==> src/design/slbc_pkg.sv <==
// ----------------------------------------------------------------------------
// Status LED breathing controller package
// Shared types, codes and constants for the controller and its lane datapath.
// ----------------------------------------------------------------------------
package slbc_pkg;

  localparam int CountWidth  = 32;
  localparam int PeriodWidth = 12;
  localparam int HalfWidth   = PeriodWidth - 1;
  localparam int ScaleWidth  = 8;
  localparam int ProdWidth   = ScaleWidth + HalfWidth;
  localparam int ColorWidth  = 24;
  localparam int StepWidth   = $clog2(CountWidth);

  localparam logic [0:0] CMD_TICK  = 1'b0;
  localparam logic [0:0] CMD_EVENT = 1'b1;

  localparam logic [2:0] STS_USB_MOUNTED   = 3'd0;
  localparam logic [2:0] STS_BOOT_STARTED  = 3'd1;
  localparam logic [2:0] STS_USB_UNMOUNTED = 3'd2;
  localparam logic [2:0] STS_WRITE_START   = 3'd3;
  localparam logic [2:0] STS_WRITE_DONE    = 3'd4;
  localparam logic [2:0] STS_BLE_CONN      = 3'd5;
  localparam logic [2:0] STS_BLE_DISC      = 3'd6;

  localparam logic [1:0] CFG_BRIGHTNESS_MASK = 2'd0;
  localparam logic [1:0] CFG_LED_ACTIVE_HIGH = 2'd1;
  localparam logic [1:0] CFG_HAS_SECONDARY   = 2'd2;

  localparam logic [ScaleWidth-1:0]  PRIMARY_SCALE   = 8'h4F;
  localparam logic [ScaleWidth-1:0]  SECONDARY_SCALE = 8'h8F;
  localparam logic [ScaleWidth-1:0]  DUTY_TOP        = 8'hFF;
  localparam logic [PeriodWidth-1:0] SLOW_PERIOD     = 12'd3000;
  localparam logic [PeriodWidth-1:0] FAST_PERIOD     = 12'd300;
  localparam logic [PeriodWidth-1:0] WRITE_PERIOD    = 12'd100;
  localparam logic [ColorWidth-1:0]  COLOR_GREEN     = 24'h00FF00;
  localparam logic [ColorWidth-1:0]  COLOR_RED       = 24'hFF0000;
  localparam logic [ColorWidth-1:0]  COLOR_BLUE      = 24'h0000FF;
  localparam logic [ColorWidth-1:0]  COLOR_MAGENTA   = 24'hFF00FF;
  localparam logic [ColorWidth-1:0]  COLOR_ALL       = 24'hFFFFFF;

  typedef struct packed {
    logic       command;
    logic [2:0] status_code;
  } item_t;

  typedef struct packed {
    logic                   duty_valid;
    logic [ScaleWidth-1:0]  primary_duty;
    logic [ScaleWidth-1:0]  secondary_duty;
    logic                   color_valid;
    logic [ColorWidth-1:0]  color;
  } result_t;

  typedef struct packed {
    logic load;
    logic mod_step;
    logic fold;
    logic mult;
    logic div_step;
  } lane_ctrl_t;

  typedef enum logic [2:0] {
    S_IDLE,
    S_MOD,
    S_FOLD,
    S_MULT,
    S_DIV,
    S_DONE
  } state_t;

endpackage

==> src/design/slbc_lane.sv <==
// ----------------------------------------------------------------------------
// Status LED breathing controller lane
// Bit-serial modulo of the tick count by the period, fold about half the
// period, scale multiply and bit-serial division by the half period.
// ----------------------------------------------------------------------------
module slbc_lane (
  input  logic                              clk,
  input  slbc_pkg::lane_ctrl_t              ctrl,
  input  logic [slbc_pkg::PeriodWidth-1:0]  period,
  input  logic [slbc_pkg::ScaleWidth-1:0]   scale,
  input  logic                              count_bit,
  output logic [slbc_pkg::ScaleWidth-1:0]   quot
);

  logic [slbc_pkg::PeriodWidth-1:0] rem;
  logic [slbc_pkg::HalfWidth-1:0]   phase;
  logic [slbc_pkg::HalfWidth-1:0]   div_rem;
  logic [slbc_pkg::ScaleWidth-1:0]  div_sr;

  logic [slbc_pkg::PeriodWidth:0]   mod_trial;
  logic                             mod_ge;
  logic [slbc_pkg::PeriodWidth:0]   mod_diff;
  logic [slbc_pkg::HalfWidth-1:0]   half;
  logic [slbc_pkg::PeriodWidth-1:0] fold_diff;
  logic [slbc_pkg::ProdWidth-1:0]   prod;
  logic [slbc_pkg::HalfWidth:0]     div_trial;
  logic                             div_ge;
  logic [slbc_pkg::HalfWidth:0]     div_diff;

  assign mod_trial = {rem, count_bit};
  assign mod_ge    = mod_trial >= {1'b0, period};
  assign mod_diff  = mod_trial - {1'b0, period};
  assign half      = period[slbc_pkg::PeriodWidth-1:1];
  assign fold_diff = period - rem;
  assign prod      = slbc_pkg::ProdWidth'(scale) * slbc_pkg::ProdWidth'(phase);
  assign div_trial = {div_rem, div_sr[slbc_pkg::ScaleWidth-1]};
  assign div_ge    = div_trial >= {1'b0, half};
  assign div_diff  = div_trial - {1'b0, half};
  assign quot      = div_sr;

  always_ff @(posedge clk) begin
    if (ctrl.load) begin
      rem <= '0;
    end else if (ctrl.mod_step) begin
      rem <= mod_ge ? mod_diff[slbc_pkg::PeriodWidth-1:0]
                    : mod_trial[slbc_pkg::PeriodWidth-1:0];
    end
    if (ctrl.fold) begin
      if (rem > {1'b0, half}) begin
        phase <= fold_diff[slbc_pkg::HalfWidth-1:0];
      end else begin
        phase <= rem[slbc_pkg::HalfWidth-1:0];
      end
    end
    if (ctrl.mult) begin
      div_rem <= prod[slbc_pkg::ProdWidth-1:slbc_pkg::ScaleWidth];
      div_sr  <= prod[slbc_pkg::ScaleWidth-1:0];
    end else if (ctrl.div_step) begin
      div_rem <= div_ge ? div_diff[slbc_pkg::HalfWidth-1:0]
                        : div_trial[slbc_pkg::HalfWidth-1:0];
      div_sr  <= {div_sr[slbc_pkg::ScaleWidth-2:0], div_ge};
    end
  end

endmodule

==> src/design/status_led_breathing_controller_unit.sv <==
// ----------------------------------------------------------------------------
// Status LED breathing controller
// Turns millisecond ticks into triangle-wave PWM compare values for two LEDs
// and status events into RGB colour writes.
// ----------------------------------------------------------------------------
// The item channel (item_valid, item_stall, item) carries one tick or one
// status event per transfer. The result channel (result_valid, result_stall,
// result) returns exactly one result per item, in order. Configuration writes
// arrive on cfg_valid/cfg_ready with cfg_index and cfg_data; cfg_ready is
// always high and writes are expected only while the block is idle.
// A tick passes from transfer to result through bit-serial modulo of the
// count by each period, a fold step, a multiply step, bit-serial division
// by the half period, and a step that loads the output register. Both
// LEDs are computed side by side. A status event goes straight to the
// output register load. One item is in work at a time; the next item is
// taken in the cycle after the finished result has moved to the output
// register, even while that register still waits for the receiver.
// When the receiver stalls, the output register holds its result and a
// finished item waits until the register frees up. Reset clears the count,
// sets both periods to 3000, clears the saved colour and restores the
// configuration registers to their defaults.
// ----------------------------------------------------------------------------
module status_led_breathing_controller_unit (
  input  logic                             clk,
  input  logic                             rst,
  input  logic                             item_valid,
  output logic                             item_stall,
  input  slbc_pkg::item_t                  item,
  output logic                             result_valid,
  input  logic                             result_stall,
  output slbc_pkg::result_t                result,
  input  logic                             cfg_valid,
  output logic                             cfg_ready,
  input  logic [1:0]                       cfg_index,
  input  logic [slbc_pkg::ColorWidth-1:0]  cfg_data
);

  slbc_pkg::state_t                   state;
  slbc_pkg::state_t                   state_next;
  logic [slbc_pkg::StepWidth-1:0]     step_cnt;
  logic [slbc_pkg::CountWidth-1:0]    cnt_sr;
  logic [slbc_pkg::CountWidth-1:0]    tick_count;
  logic [slbc_pkg::PeriodWidth-1:0]   primary_period;
  logic [slbc_pkg::PeriodWidth-1:0]   secondary_period;
  logic [slbc_pkg::ColorWidth-1:0]    saved_color;
  logic                               temp_active;
  logic [slbc_pkg::ColorWidth-1:0]    brightness_mask;
  logic                               led_active_high;
  logic                               has_secondary;
  logic                               is_tick;
  slbc_pkg::result_t                  event_res;

  slbc_pkg::lane_ctrl_t               ctrl;
  logic                               accept;
  logic                               out_free;
  logic                               step_last;
  logic [slbc_pkg::ScaleWidth-1:0]    primary_quot;
  logic [slbc_pkg::ScaleWidth-1:0]    secondary_quot;
  slbc_pkg::result_t                  tick_res;

  logic [slbc_pkg::ColorWidth-1:0]    chosen;
  logic [slbc_pkg::ColorWidth-1:0]    masked;
  logic                               temp_hit;
  logic [slbc_pkg::PeriodWidth-1:0]   primary_period_next;
  logic [slbc_pkg::PeriodWidth-1:0]   secondary_period_next;
  logic [slbc_pkg::PeriodWidth-1:0]   ble_period;
  logic                               ble_hit;
  slbc_pkg::result_t                  event_res_next;

  assign cfg_ready  = 1'b1;
  assign item_stall = (state != slbc_pkg::S_IDLE);
  assign accept     = item_valid && !item_stall;
  assign out_free   = !result_valid || !result_stall;
  assign step_last  = (step_cnt == slbc_pkg::StepWidth'(slbc_pkg::CountWidth - 1));

  slbc_lane u_primary (
    .clk       (clk),
    .ctrl      (ctrl),
    .period    (primary_period),
    .scale     (slbc_pkg::PRIMARY_SCALE),
    .count_bit (cnt_sr[slbc_pkg::CountWidth-1]),
    .quot      (primary_quot)
  );

  slbc_lane u_secondary (
    .clk       (clk),
    .ctrl      (ctrl),
    .period    (secondary_period),
    .scale     (slbc_pkg::SECONDARY_SCALE),
    .count_bit (cnt_sr[slbc_pkg::CountWidth-1]),
    .quot      (secondary_quot)
  );

  always_comb begin
    tick_res                = '0;
    tick_res.duty_valid     = 1'b1;
    tick_res.primary_duty   = led_active_high ? slbc_pkg::DUTY_TOP - primary_quot
                                              : primary_quot;
    tick_res.secondary_duty = led_active_high ? slbc_pkg::DUTY_TOP - secondary_quot
                                              : secondary_quot;
  end

  always_comb begin
    chosen                = saved_color;
    temp_hit              = 1'b0;
    ble_hit               = 1'b0;
    ble_period            = slbc_pkg::SLOW_PERIOD;
    primary_period_next   = primary_period;
    secondary_period_next = secondary_period;
    unique case (item.status_code) inside
      slbc_pkg::STS_USB_MOUNTED: begin
        chosen              = slbc_pkg::COLOR_GREEN;
        primary_period_next = slbc_pkg::SLOW_PERIOD;
      end
      slbc_pkg::STS_BOOT_STARTED, slbc_pkg::STS_USB_UNMOUNTED: begin
        chosen              = slbc_pkg::COLOR_RED;
        primary_period_next = slbc_pkg::FAST_PERIOD;
      end
      slbc_pkg::STS_WRITE_START: begin
        temp_hit            = 1'b1;
        primary_period_next = slbc_pkg::WRITE_PERIOD;
      end
      slbc_pkg::STS_WRITE_DONE: begin
        primary_period_next = slbc_pkg::SLOW_PERIOD;
      end
      slbc_pkg::STS_BLE_CONN: begin
        chosen     = slbc_pkg::COLOR_BLUE;
        ble_hit    = 1'b1;
        ble_period = slbc_pkg::SLOW_PERIOD;
      end
      slbc_pkg::STS_BLE_DISC: begin
        chosen     = slbc_pkg::COLOR_MAGENTA;
        ble_hit    = 1'b1;
        ble_period = slbc_pkg::FAST_PERIOD;
      end
      default: begin
      end
    endcase
    if (ble_hit) begin
      if (has_secondary) begin
        secondary_period_next = ble_period;
      end else begin
        primary_period_next = ble_period;
      end
    end
    masked         = chosen & brightness_mask;
    event_res_next = '0;
    if (temp_hit) begin
      event_res_next.color_valid = 1'b1;
      event_res_next.color       = slbc_pkg::COLOR_RED & brightness_mask;
    end else if (masked != saved_color) begin
      event_res_next.color_valid = 1'b1;
      event_res_next.color       = masked;
    end else if (temp_active) begin
      event_res_next.color_valid = 1'b1;
      event_res_next.color       = saved_color;
    end
  end

  always_comb begin
    state_next = state;
    ctrl       = '0;
    unique case (state)
      slbc_pkg::S_IDLE: begin
        if (accept) begin
          if (item.command == slbc_pkg::CMD_TICK) begin
            ctrl.load  = 1'b1;
            state_next = slbc_pkg::S_MOD;
          end else begin
            state_next = slbc_pkg::S_DONE;
          end
        end
      end
      slbc_pkg::S_MOD: begin
        ctrl.mod_step = 1'b1;
        if (step_last) begin
          state_next = slbc_pkg::S_FOLD;
        end
      end
      slbc_pkg::S_FOLD: begin
        ctrl.fold  = 1'b1;
        state_next = slbc_pkg::S_MULT;
      end
      slbc_pkg::S_MULT: begin
        ctrl.mult  = 1'b1;
        state_next = slbc_pkg::S_DIV;
      end
      slbc_pkg::S_DIV: begin
        ctrl.div_step = 1'b1;
        if (step_cnt[2:0] == 3'd7) begin
          state_next = slbc_pkg::S_DONE;
        end
      end
      slbc_pkg::S_DONE: begin
        if (out_free) begin
          state_next = slbc_pkg::S_IDLE;
        end
      end
      default: begin
        state_next = slbc_pkg::S_IDLE;
      end
    endcase
  end

  always_ff @(posedge clk) begin
    if (rst) begin
      state <= slbc_pkg::S_IDLE;
    end else begin
      state <= state_next;
    end
  end

  always_ff @(posedge clk) begin
    if (ctrl.load || ctrl.mult) begin
      step_cnt <= '0;
    end else if (ctrl.mod_step || ctrl.div_step) begin
      step_cnt <= step_cnt + 1'b1;
    end
    if (ctrl.load) begin
      cnt_sr <= tick_count + 1'b1;
    end else if (ctrl.mod_step) begin
      cnt_sr <= {cnt_sr[slbc_pkg::CountWidth-2:0], 1'b0};
    end
    if (accept) begin
      is_tick   <= (item.command == slbc_pkg::CMD_TICK);
      event_res <= event_res_next;
    end
  end

  always_ff @(posedge clk) begin
    if (rst) begin
      tick_count       <= '0;
      primary_period   <= slbc_pkg::SLOW_PERIOD;
      secondary_period <= slbc_pkg::SLOW_PERIOD;
      saved_color      <= '0;
      temp_active      <= 1'b0;
    end else if (accept) begin
      if (item.command == slbc_pkg::CMD_TICK) begin
        tick_count <= tick_count + 1'b1;
      end else begin
        primary_period   <= primary_period_next;
        secondary_period <= secondary_period_next;
        if (temp_hit) begin
          temp_active <= 1'b1;
        end else if (masked != saved_color) begin
          saved_color <= masked;
        end
      end
    end
  end

  always_ff @(posedge clk) begin
    if (rst) begin
      brightness_mask <= slbc_pkg::COLOR_ALL;
      led_active_high <= 1'b1;
      has_secondary   <= 1'b1;
    end else if (cfg_valid && cfg_ready) begin
      unique case (cfg_index)
        slbc_pkg::CFG_BRIGHTNESS_MASK: brightness_mask <= cfg_data;
        slbc_pkg::CFG_LED_ACTIVE_HIGH: led_active_high <= cfg_data[0];
        slbc_pkg::CFG_HAS_SECONDARY:   has_secondary   <= cfg_data[0];
        default: begin
        end
      endcase
    end
  end

  always_ff @(posedge clk) begin
    if (rst) begin
      result_valid <= 1'b0;
    end else if (state == slbc_pkg::S_DONE && out_free) begin
      result_valid <= 1'b1;
    end else if (!result_stall) begin
      result_valid <= 1'b0;
    end
    if (state == slbc_pkg::S_DONE && out_free) begin
      result <= is_tick ? tick_res : event_res;
    end
  end

endmodule

==> config.mk <==
export PLATFORM = sky130hd
export DESIGN_NAME = status_led_breathing_controller_unit
export DESIGN_NICKNAME = d
export VERILOG_FILES = /design/src/design/slbc_pkg.sv /design/src/design/slbc_lane.sv /design/src/design/status_led_breathing_controller_unit.sv
export SDC_FILE = /design/constraint.sdc
export NUM_CORES = 1
export LEC_CHECK = 0
export BUFFER_PORTS_ARGS = -buffer_cell sky130_fd_sc_hd__buf_2
export CAP_MARGIN = 30
export CORE_UTILIZATION = 39
export CTS_CLUSTER_DIAMETER = 30
export DETAILED_ROUTE_END_ITERATION = 7
export GPL_TIMING_DRIVEN = 0
export PLACE_DENSITY = 0.56
export SLEW_MARGIN = 20
export SYNTH_ARGS = -nofsm -noshare
export SYNTH_HDL_FRONTEND = slang
export SYNTH_SLANG_ARGS = --single-unit
export TNS_END_PERCENT = 5
==> constraint.sdc <==
create_clock -name clk -period 4.4 [get_ports clk]
set_clock_uncertainty 0.05 [all_clocks]
set_input_delay 0.66 -clock clk [delete_from_list [all_inputs] [get_ports clk]]
set_output_delay 0.66 -clock clk [all_outputs]
set_load 0.01 [all_outputs]
==> results of run 1 <==
-- cells in the mapped netlist, drive strengths merged (7+ instances only) --
master	count	area (µm²)
nand2b	18	115
a21o	21	158
fa	51	1020
or2	7	43.8
buf	24	141
a31oi	24	150
nor2b	53	332
mux2i	30	300
nor3	33	165
edfxtp	160	4800
o211ai	29	236
o21bai	7	52.6
o22ai	11	68.8
a211oi	15	113
nand4	20	125
nor4	7	65.1
and3	9	56.3
dfxtp	130	2600
o21ai	163	820
inv	213	800
a211o	29	254
nand3	71	355
ha	134	1680
xor2	68	596
or3	18	113
nand2	187	712
nor2	144	541
o21a	9	67.6
and2	26	163
clkbuf	63	236
a21oi	114	578
xnor2	67	594
a221oi	20	225
a21boi	7	52.6
-- metal layers --
layer,up-vias,part of all wire
li1,7663,-
met2,328,0.48
met3,88,0.043
met1,7488,0.46
met5,-,0.00067
met4,6,0.021
-- cell families (layout without fill, tap and decap cells) --
| family | after synthesis | after routing | share of synthesized area |
|---|---|---|---|
| other cells | 1 | 1 | 0.000197 |
| xor+xnor | 135 | 135 | 0.0625 |
| buf+inv | 300 | 547 | 0.0618 |
| mux | 35 | 35 | 0.0187 |
| compound gates | 497 | 497 | 0.169 |
| fa+ha+maj | 185 | 185 | 0.142 |
| simple gates | 617 | 617 | 0.157 |
| flops | 290 | 290 | 0.389 |
-- state kept, by name, indices dropped and copies added (netlist names), 11 cells and up --
name / flops
u_primary.div_rem: 11
tick_count: 32
u_secondary.div_rem: 11
saved_color: 24
u_secondary.phase: 11
primary_period: 12
u_secondary.rem: 12
event_res: 25
cnt_sr: 32
u_primary.phase: 11
brightness_mask: 24
result: 42
u_primary.rem: 12
-- what timing repair did --
action,4_1_cts,5_1_grt
setup buffers,6,19
endpoints found under the setup margin,9,9
pin swaps,3,21
gates resized for setup,17,26
hold buffers,0,0
-- stage by stage --
step                      cell area [µm²]  power, mW  hold slack, ps
after floorplan                     19100       5.12             372
after global placement              20200       5.66             387
after detailed placement            20400       5.72             387
after CTS                           23000       11.2             190
after global routing                23300       11.7             199
final                               23300       11.1             219
-- cells in the final DEF, fill, tap and decap left out, types with 8 or more instances in the layout --
master      instances
and3_1              8
o21a_1              9
mux2i_1            30
clkbuf_1           78
o21ai_0           151
a211o_1            29
a21oi_1           108
dfxtp_1           130
ha_1              125
nand2b_1           17
a221oi_2            8
xor2_1             68
xnor2_1            66
or3_1              18
nor2_1            144
nand3_1            71
clkinvlp_4          8
fa_1               50
a221oi_1           12
inv_1             203
a21o_1             21
o211ai_1           27
a211oi_1           13
and2_1             26
buf_2              91
clkbuf_16          76
o22ai_1            11
buf_4              32
nor3_1             33
nand2_1           184
clkinv_2           13
o21ai_1             8
nor2b_1            53
a31oi_1            23
edfxtp_1          160
nand4_1            20
-- power by group through the flow --
stage / Clock, mW / Sequential [mW] / Combinational (mW)
CTS: 5.47 / 3.46 / 2.25
global route: 5.62 / 3.49 / 2.55
detailed placement: 0 / 3.50 / 2.22
finish: 5.37 / 3.46 / 2.27
floorplan: 0 / 3.42 / 1.70
global placement: 0 / 3.50 / 2.16
-- how the worst min path moves through the flow --
stage                            start             endpoint  slack, ps  cells after the start
global route              cfg_data[22]  brightness_mask[22]        200                      2
detailed placement  primary_period[11]   primary_period[11]        390                      2
floorplan           primary_period[11]   primary_period[11]        370                      2
finish                    cfg_data[21]  brightness_mask[21]        220                      2
global placement    primary_period[11]   primary_period[11]        390                      2
CTS                       cfg_data[21]  brightness_mask[21]        190                      2
-- worst max-delay path, cell delays in order, from the launching register on --
cell      delay, ps
edfxtp_1        440
inv_2           100
fa_1            550
inv_2            50
ha_4            210
fa_1            530
inv_1            60
fa_1            500
inv_1            60
ha_4            230
nand2_2          80
o221a_4         190
o21ai_4          60
a311o_1         370
buf_4           150
a311oi_2        180
or2_4           150
mux2i_1          60
-- area by class of cell --
type                       count  area share
buffer                        87      0.0162
clock buffer                  97      0.0876
clock inverter                39      0.0206
inverter                     213      0.0346
multi-input combinational   1470       0.459
sequential                   290       0.318
tap                          615      0.0330
timing repair buffer         111      0.0313
==> summary.md, run 1 <==
| Metric | Value |
|---|---|
| Vias in the first global route | `15700` |
| Sw Share | `0.293` |
| Total wire length | `49400 µm` |
| Post-route setup TNS | `0 ps` |
| Met3 layer usage reported by global route | `0.0383` |
| Vias | `15600` |
| Max Fclk | `232 MHz` |
| Post-synth EDFFs | `160` |
| CP max FO | `4` |
| Slew @ Worst Pin | `926 ps` |
| Met2 usage | `0.339` |
| CP endpoint kind | `flip-flop` |
| Area grow syn2layout | `22.3%` |
| Synthesized area | `0.0190 mm²` |
| Final setup margin | `82.4 ps` |
| Root Driver | `clkbuf_16` |
| Clk slew on worst S/H paths | `50 ps` |
| Routability-driven placement congestion ratio | `0.916` |
| Final Hold Fails | `0` |
| Gr busiest metal | `met2` |
| Critical Path Source Type | `flip-flop` |
| H-tree levels | `3` |
| Max-slew violation count | `0` |
| Synth Area per Inst | `9.25 µm²` |
| Min-delay worst type | `input pin to flip-flop` |
| Die area | `0.0497 mm²` |
| Multi-input gate area | `0.0107 mm²` |
| # IOs | `80` |
| Die X | `223 µm` |
| Final setup fails | `0` |
| Critical Path Start | `u_primary.phase[6]` |
| Core area | `0.0479 mm²` |
| Post-synthesis cell type count | `87` |
| DP Wirelength | `36700 µm` |
| FF-to-FF path depth | `17` |
| Total GRT Usage | `0.201` |
| Sequential share of the synthesized area | `0.389` |
| RSZ-0062 raised after global routing | `yes` |
| RR Startpoint | `u_primary.phase[6]` |
| Combinational share of power | `0.205` |
| Finished Layout Cells | `2922` |
| Dpl ws | `-481 ps` |
| Capture point of the worst path | `u_primary.div_rem[7]` |
| Placed Cells | `2760` |
| Register Area | `0.00741 mm²` |
| Sequential group share of total power | `0.312` |
| Setup Crit Path Kind | `flip-flop to flip-flop` |
| DR iter-0 viols | `814` |
| Cts bufs inserted | `74` |
| Synth warnings | `0` |
| Cell area power density | `476 mW/mm²` |
| #FFs+latches synth | `290` |
| Internal power | `7.85 mW` |
| Top_reg_cell synth | `edfxtp_1` |
| Slew HR | `0.377` |
| Clk sinks | `290` |
| Clk pwr share | `0.484` |
| Util after Layout | `0.486` |
| Worst R2R End | `u_primary.div_rem[7]` |
| Drt first pass iters | `5` |
| Layout cells sized above 1 | `0.139` |
| Synth Instances | `2060` |
| Syn Nets | `2280` |
| Starting Density | `0.397` |
| Fillers | `4487` |
| Clk buf depth | `3` |
| Via density per instance | `5.33` |
| Ys async rst share | `0` |
| R2R setup slack | `80 ps` |
| Antenna violations before repair | `3` |
| DRC Markers | `0` |
| Die height | `223 µm` |
| Final period utilization | `0.981` |
| Largest net degree at the start of global routing | `35` |
| WP data required | `4630 ps` |
| Outcome | `complete, no violations` |
| Clock Latency Late Sink | `600 ps` |
| Maximum vdd drop | `0.000276 V` |
| Total congestion overflow | `0` |
| Switching pwr | `3.25 mW` |
| Post-layout net count | `2467` |
| Max-cap viol count | `0` |
| Final Critical Period | `4320 ps` |
| M1 GR Usage | `0.259` |
| Port buffer count | `76` |
| DRT antenna net count | `0` |
| FP Rows | `80` |
| # diodes | `0` |
| CTS tree | `built` |
| WL per Instance | `16.9 µm` |
| Lkg Pwr | `9.55 nW` |
| First-pass GRT wire length | `80300 µm` |
| WP data arrival | `4550 ps` |
No activity file was read; power rests on OpenSTA's default activity.
==> run 2: changes to the inputs <==
--- a/config.mk
+++ b/config.mk
@@ -8,6 +8,7 @@
 export BUFFER_PORTS_ARGS = -buffer_cell sky130_fd_sc_hd__buf_2
 export CAP_MARGIN = 30
 export CORE_UTILIZATION = 39
+export CTS_BUF_LIST = sky130_fd_sc_hd__clkbuf_4 sky130_fd_sc_hd__clkbuf_8 sky130_fd_sc_hd__clkbuf_16
 export CTS_CLUSTER_DIAMETER = 30
 export DETAILED_ROUTE_END_ITERATION = 7
 export GPL_TIMING_DRIVEN = 0
==> run 2 against run 1 <==
Effect of this change:
- first-iteration DRC count rose by 6.1%
- critical path type unchanged
- core utilization rose by 0.12 points
- worst setup slack improved by 1.9 ps
- critical endpoint unchanged
==> summary.md, run 2 (synthesis results as in run 1) <==
| Metric | Value |
|---|---|
| Outcome | `complete, no violations (unchanged)` |
| Post-route setup TNS | `0 ps (unchanged)` |
| Commonest non-fill, non-tap cell in the layout | `inv_1 (unchanged)` |
| Clk slew on worst S/H paths | `40 ps (was 50 ps)` |
| Core area | `0.0479 mm² (unchanged)` |
| Slew @ Worst Pin | `926 ps (about the same)` |
| DP Wirelength | `36700 µm (unchanged)` |
| Vias in the first global route | `15700 (about the same)` |
| Via density per instance | `5.34 (was 5.33)` |
| Util after Layout | `0.487 (was 0.486)` |
| Max Fclk | `232 MHz (about the same)` |
| WP data required | `4630 ps (about the same)` |
| CP endpoint kind | `flip-flop (unchanged)` |
| WP data arrival | `4540 ps (was 4550 ps)` |
| Total GRT Usage | `0.201 (about the same)` |
| Lkg Pwr | `9.60 nW (was 9.55 nW)` |
| Layout cells sized above 1 | `0.146 (was 0.139)` |
| Antenna violations before repair | `3 (unchanged)` |
| Dpl ws | `-481 ps (unchanged)` |
| WL per Instance | `16.9 µm (about the same)` |
| Cts bufs inserted | `74 (unchanged)` |
| Clk sinks | `290 (unchanged)` |
| Area grow syn2layout | `22.6% (was 22.3%)` |
| Die area | `0.0497 mm² (unchanged)` |
| # diodes | `0 (unchanged)` |
| Final Critical Period | `4320 ps (about the same)` |
| DRC Markers | `0 (unchanged)` |
| Min-delay worst type | `input pin to flip-flop (unchanged)` |
| Clock Latency Late Sink | `600 ps (about the same)` |
| RSZ-0062 raised after global routing | `yes (unchanged)` |
| Largest net degree at the start of global routing | `35 (unchanged)` |
| Post-layout net count | `2467 (unchanged)` |
| Fillers | `4484 (was 4487)` |
| Setup Crit Path Kind | `flip-flop to flip-flop (unchanged)` |
| Starting Density | `0.397 (unchanged)` |
| Total wire length | `49400 µm (about the same)` |
| Cts hold-fix bufs | `0 (unchanged)` |
| Final period utilization | `0.981 (about the same)` |
| First-pass GRT wire length | `80300 µm (unchanged)` |
| Drt first pass iters | `5 (unchanged)` |
| Final setup margin | `84.3 ps (was 82.4 ps)` |
| Fin Hold WS | `219 ps (about the same)` |
| Final setup fails | `0 (unchanged)` |
| # IOs | `80 (unchanged)` |
| H-tree levels | `3 (unchanged)` |
| DRT antenna net count | `0 (unchanged)` |
| Critical Path Source Type | `flip-flop (unchanged)` |
| Root Driver | `clkbuf_16 (unchanged)` |
| CP max FO | `4 (unchanged)` |
| Slew HR | `0.377 (about the same)` |
| Finished Layout Cells | `2922 (unchanged)` |
| Maximum vdd drop | `0.000276 V (about the same)` |
| Final Hold Fails | `0 (unchanged)` |
| Max-cap viol count | `0 (unchanged)` |
| Max-slew violation count | `0 (unchanged)` |
| Reg with most FFs | `result (unchanged)` |
| Total power | `11.2 mW (was 11.1 mW)` |
| Final Cell Area | `0.0234 mm² (was 0.0233 mm²)` |
| Die X | `223 µm (unchanged)` |
| DR iter-0 viols | `864 (was 814)` |
| Cell area power density | `479 mW/mm² (was 476 mW/mm²)` |
| Total congestion overflow | `0 (unchanged)` |
| Routability-driven placement congestion ratio | `0.916 (unchanged)` |
| FP Rows | `80 (unchanged)` |
| Port buffer count | `76 (unchanged)` |
| Placed Cells | `2760 (unchanged)` |
| CTS tree | `built (unchanged)` |
| Die height | `223 µm (unchanged)` |
| Largest registers | `result (42), cnt_sr (32), tick_count (32) (unchanged)` |
| Commonest non-fill, non-tap cells in the layout | `inv_1 (203), nand2_1 (184), edfxtp_1 (160) (unchanged)` |
| Clk buf depth | `3 (unchanged)` |
| Vias | `15600 (about the same)` |
| DP Area | `0.0204 mm² (unchanged)` |
| Max reg flops | `42 (unchanged)` |
[run 2: critical path, stage by stage, from the launching register on]
cell and delay, ps:
edfxtp_1 440, inv_2 100, fa_1 550, inv_2 50, ha_4 210, fa_1 530
inv_1 60, fa_1 500, inv_1 60, ha_4 230, nand2_2 80, o221a_4 190
o21ai_4 60, a311o_1 370, buf_4 150, a311oi_2 180, or2_4 150, mux2i_1 60
[run 2: area by class of cell]
class,instances,area (µm²),share of cell area
Inverter,213,807,0.0346
Clock buffer,97,2100,0.0898
Buffer,87,378,0.0162
Multi-Input combinational cell,1470,10700,0.458
Tap cell,615,769,0.0329
Timing Repair Buffer,111,728,0.0312
Clock inverter,39,479,0.0205
Sequential cell,290,7410,0.317
[run 2: path summary, 6_finish.rpt]
kind,cells after the start,slack (ps),end,startpoint
worst max-delay path,17,80,u_primary.div_rem[7],u_primary.phase[6]
worst min-delay path,2,220,brightness_mask[10],cfg_data[10]
worst max register to register,17,80,u_primary.div_rem[7],u_primary.phase[6]
worst min register to register,2,390,primary_period[11],primary_period[11]
[run 2: timing repair]
action,4_1_cts,5_1_grt
pin swaps,3,21
setup buffers,6,19
setup endpoints to repair,9,9
gates resized for setup,17,26
[run 2: power by group]
| part | internal, mW | switching [mW] | total, mW |
|---|---|---|---|
| logic | 0.946 | 1.32 | 2.27 |
| clock network | 3.77 | 1.69 | 5.46 |
| registers | 3.22 | 0.236 | 3.46 |
[run 2: per-layer routing]
| layer | part of all wire | up-vias | GRT usage |
|---|---|---|---|
| met5 | 0.00067 | - | 0 |
| met4 | 0.022 | 6 | 0.0630 |
| met3 | 0.043 | 90 | 0.0383 |
| met2 | 0.48 | 358 | 0.339 |
| met1 | 0.46 | 7503 | 0.259 |
| li1 | - | 7661 | - |
==> run 3: changes to the inputs <==
--- a/config.mk
+++ b/config.mk
@@ -7,6 +7,7 @@
 export LEC_CHECK = 0
 export BUFFER_PORTS_ARGS = -buffer_cell sky130_fd_sc_hd__buf_2
 export CAP_MARGIN = 30
+export CORE_ASPECT_RATIO = 2
 export CORE_UTILIZATION = 39
 export CTS_BUF_LIST = sky130_fd_sc_hd__clkbuf_4 sky130_fd_sc_hd__clkbuf_8 sky130_fd_sc_hd__clkbuf_16
 export CTS_CLUSTER_DIAMETER = 30
==> constraint.sdc (replaced) <==
create_clock -name clk -period 4.4 [get_ports clk]
set_clock_uncertainty 0.05 [all_clocks]
set_input_delay 0.66 -clock clk [delete_from_list [all_inputs] [get_ports clk]]
set_output_delay 0.66 -clock clk [all_outputs]
set_load 0.005 [all_outputs]
==> run 3 against run 2 <==
Effect of this change:
- the flow now finishes with violations (negative setup slack)
- worst hold slack better by 14 ps
- critical path depth is the same
- via count is 0.12% higher
- sequential power about the same
- routed wire length rose by 7.9%
- clock-buffer cell count shrank 49
- combinational power grew 2%
==> summary.md, run 3 (synthesis results as in run 1) <==
| Metric | Value |
|---|---|
| Clk sinks | `290 (unchanged)` |
| DRT antenna net count | `0 (unchanged)` |
| First-pass GRT wire length | `84500 µm (was 80300 µm)` |
| RSZ-0062 raised after global routing | `yes (unchanged)` |
| DR top layer | `met4 (was met5)` |
| Clk buf depth | `3 (unchanged)` |
| Hold Crit Start | `cfg_data[8] (was cfg_data[10])` |
| Die X | `158 µm (was 223 µm)` |
| Post-layout net count | `2431 (was 2467)` |
| Placed Cells | `2782 (was 2760)` |
| Final Hold Fails | `0 (unchanged)` |
| Vias in the first global route | `16100 (was 15700)` |
| Failing checks | `negative setup slack` |
| Largest net degree at the start of global routing | `26 (was 35)` |
| Via density per instance | `5.42 (was 5.34)` |
| Max-cap viol count | `0 (unchanged)` |
| Lkg Pwr | `9.03 nW (was 9.60 nW)` |
| Critical Path Source Type | `flip-flop (unchanged)` |
| R2R setup slack | `-2 ps (was 80 ps)` |
| DRC Markers | `0 (unchanged)` |
| Capture point of the worst path | `u_primary.div_rem[9] (was u_primary.div_rem[7])` |
| Maximum vdd drop | `0.000305 V (was 0.000276 V)` |
| Cts hold-fix bufs | `0 (unchanged)` |
| Final Critical Period | `4400 ps (was 4320 ps)` |
| Clock Latency Late Sink | `570 ps (was 600 ps)` |
| Starting Density | `0.395 (was 0.397)` |
| Min-delay worst type | `input pin to flip-flop (unchanged)` |
| CTS tree | `built (unchanged)` |
| FF-to-FF path depth | `17 (unchanged)` |
| # diodes | `0 (unchanged)` |
| Area grow syn2layout | `16.9% (was 22.6%)` |
| Root Driver | `clkbuf_16 (unchanged)` |
| Worst R2R End | `u_primary.div_rem[9] (was u_primary.div_rem[7])` |
| Cell area power density | `420 mW/mm² (was 479 mW/mm²)` |
| DP Wirelength | `41600 µm (was 36700 µm)` |
| Slew @ Worst Pin | `836 ps (was 926 ps)` |
| Clk slew on worst S/H paths | `60 ps (was 40 ps)` |
| Drt first pass iters | `6 (was 5)` |
| Critical Path Start | `u_primary.phase[6] (unchanged)` |
| Core area | `0.0482 mm² (was 0.0479 mm²)` |
| Total congestion overflow | `0 (unchanged)` |
| Met2 WL | `29900 µm (was 23500 µm)` |
| Routability-driven placement congestion ratio | `0.933 (was 0.916)` |
| Final setup margin | `-2.01 ps (was 84.3 ps)` |
| Slew HR | `0.439 (was 0.377)` |
| WL per Instance | `18.5 µm (was 16.9 µm)` |
| Die height | `315 µm (was 223 µm)` |
| Max-slew violation count | `0 (unchanged)` |
| Final period utilization | `1.00 (was 0.981)` |
| Commonest non-fill, non-tap cell in the layout | `inv_1 (unchanged)` |
| Max Fclk | `227 MHz (was 232 MHz)` |
| DRT met1 WL | `18300 µm (was 22600 µm)` |
| Commonest non-fill, non-tap cells in the layout | `inv_1 (201), nand2_1 (185), edfxtp_1 (160) (was inv_1 (203), nand2_1 (184), edfxtp_1 (160))` |
| Dpl ws | `-797 ps (was -481 ps)` |
| Max reg flops | `42 (unchanged)` |
| Largest registers | `result (42), cnt_sr (32), tick_count (32) (unchanged)` |
| Routed wl met3 | `1770 µm (was 2150 µm)` |
| Finished Layout Cells | `2883 (was 2922)` |
| H-tree levels | `2 (was 3)` |
| WP data arrival | `4650 ps (was 4540 ps)` |
| Antenna violations before repair | `0 (was 3)` |
| FP Rows | `114 (was 80)` |
| Final setup fails | `1 (was 0)` |
| RR Startpoint | `u_primary.phase[6] (unchanged)` |
| Fin Hold WS | `234 ps (was 219 ps)` |
| DR iter-0 viols | `719 (was 864)` |
| CP endpoint kind | `flip-flop (unchanged)` |
| Setup Crit Path Kind | `flip-flop to flip-flop (unchanged)` |
| Die area | `0.0498 mm² (was 0.0497 mm²)` |
| Reg with most FFs | `result (unchanged)` |
| Total GRT Usage | `0.221 (was 0.201)` |
| # IOs | `80 (unchanged)` |
| Port buffer count | `76 (unchanged)` |
| CP max FO | `4 (unchanged)` |
| Cts bufs inserted | `45 (was 74)` |
| Layout cells sized above 1 | `0.125 (was 0.146)` |
| WP data required | `4650 ps (was 4630 ps)` |
| Vias | `15600 (about the same)` |
| Outcome | `finished, violations left (was complete, no violations)` |
| Total wire length | `53300 µm (was 49400 µm)` |
[run 3: cell type report]
cell class / instances / area [µm²]
buffer: 87 / 378
clock buffer: 48 / 1160
clock inverter: 33 / 339
fill: 4770 / 25900
inverter: 213 / 807
multi-input combinational: 1470 / 10700
sequential: 290 / 7410
tap: 638 / 798
timing repair buffer: 104 / 674
[run 3: layer usage]
metal	up-vias	GRT usage
met5	-	0
met4	0	0.134
li1	7562	-
met3	156	0.0262
met1	7540	0.210
met2	379	0.436
[run 3: critical path, cell delays in order, from the launching register on]
cell and delay, ps:
edfxtp_1 400, inv_2 90, buf_6 120, fa_1 520
inv_2 50, ha_4 250, inv_2 30, fa_1 460
fa_1 510, inv_2 50, ha_4 230, a21oi_2 130
o221a_2 240, o21ai_4 80, a311o_1 420, a41o_1 240
o21ai_4 210, a2bb2oi_1 90
[run 3: worst min-delay path by stage]
stage / cells after the start / endpoint
after floorplan: 2 / primary_period[11]
after global placement: 2 / primary_period[11]
after detailed placement: 2 / primary_period[11]
after CTS: 2 / brightness_mask[8]
after global routing: 2 / brightness_mask[2]
final: 2 / brightness_mask[8]
[run 3: power by group]
| part | internal (mW) | switching [mW] | total, mW | leakage [nW] |
|---|---|---|---|---|
| registers | 3.21 | 0.266 | 3.48 | 2.56 |
| logic | 0.946 | 1.37 | 2.31 | 5.74 |
| clock network | 2.14 | 1.42 | 3.56 | 0.733 |
| total | 6.29 | 3.06 | 9.35 | 9.03 |
[run 3: stage by stage]
step | utilization | power [mW] | TNS (ps) | cell area, µm²
finish | 0.462 | 9.35 | -2.01 | 22300
global route | 0.462 | 9.83 | -369 | 22300
CTS | 0.458 | 9.40 | -13.7 | 22100
detailed placement | 0.423 | 5.80 | -2840 | 20400
global placement | 0.420 | 5.74 | -78210 | 20200
floorplan | - | 5.12 | 0 | 19100
[run 3: repair_timing]
action | 4_1_cts | 5_1_grt
endpoints found under the hold margin | 0 | 0
buffers inserted | 7 | 13
setup endpoints to repair | 13 | 10
pin swaps | 7 | 18
gates resized for setup | 23 | 26
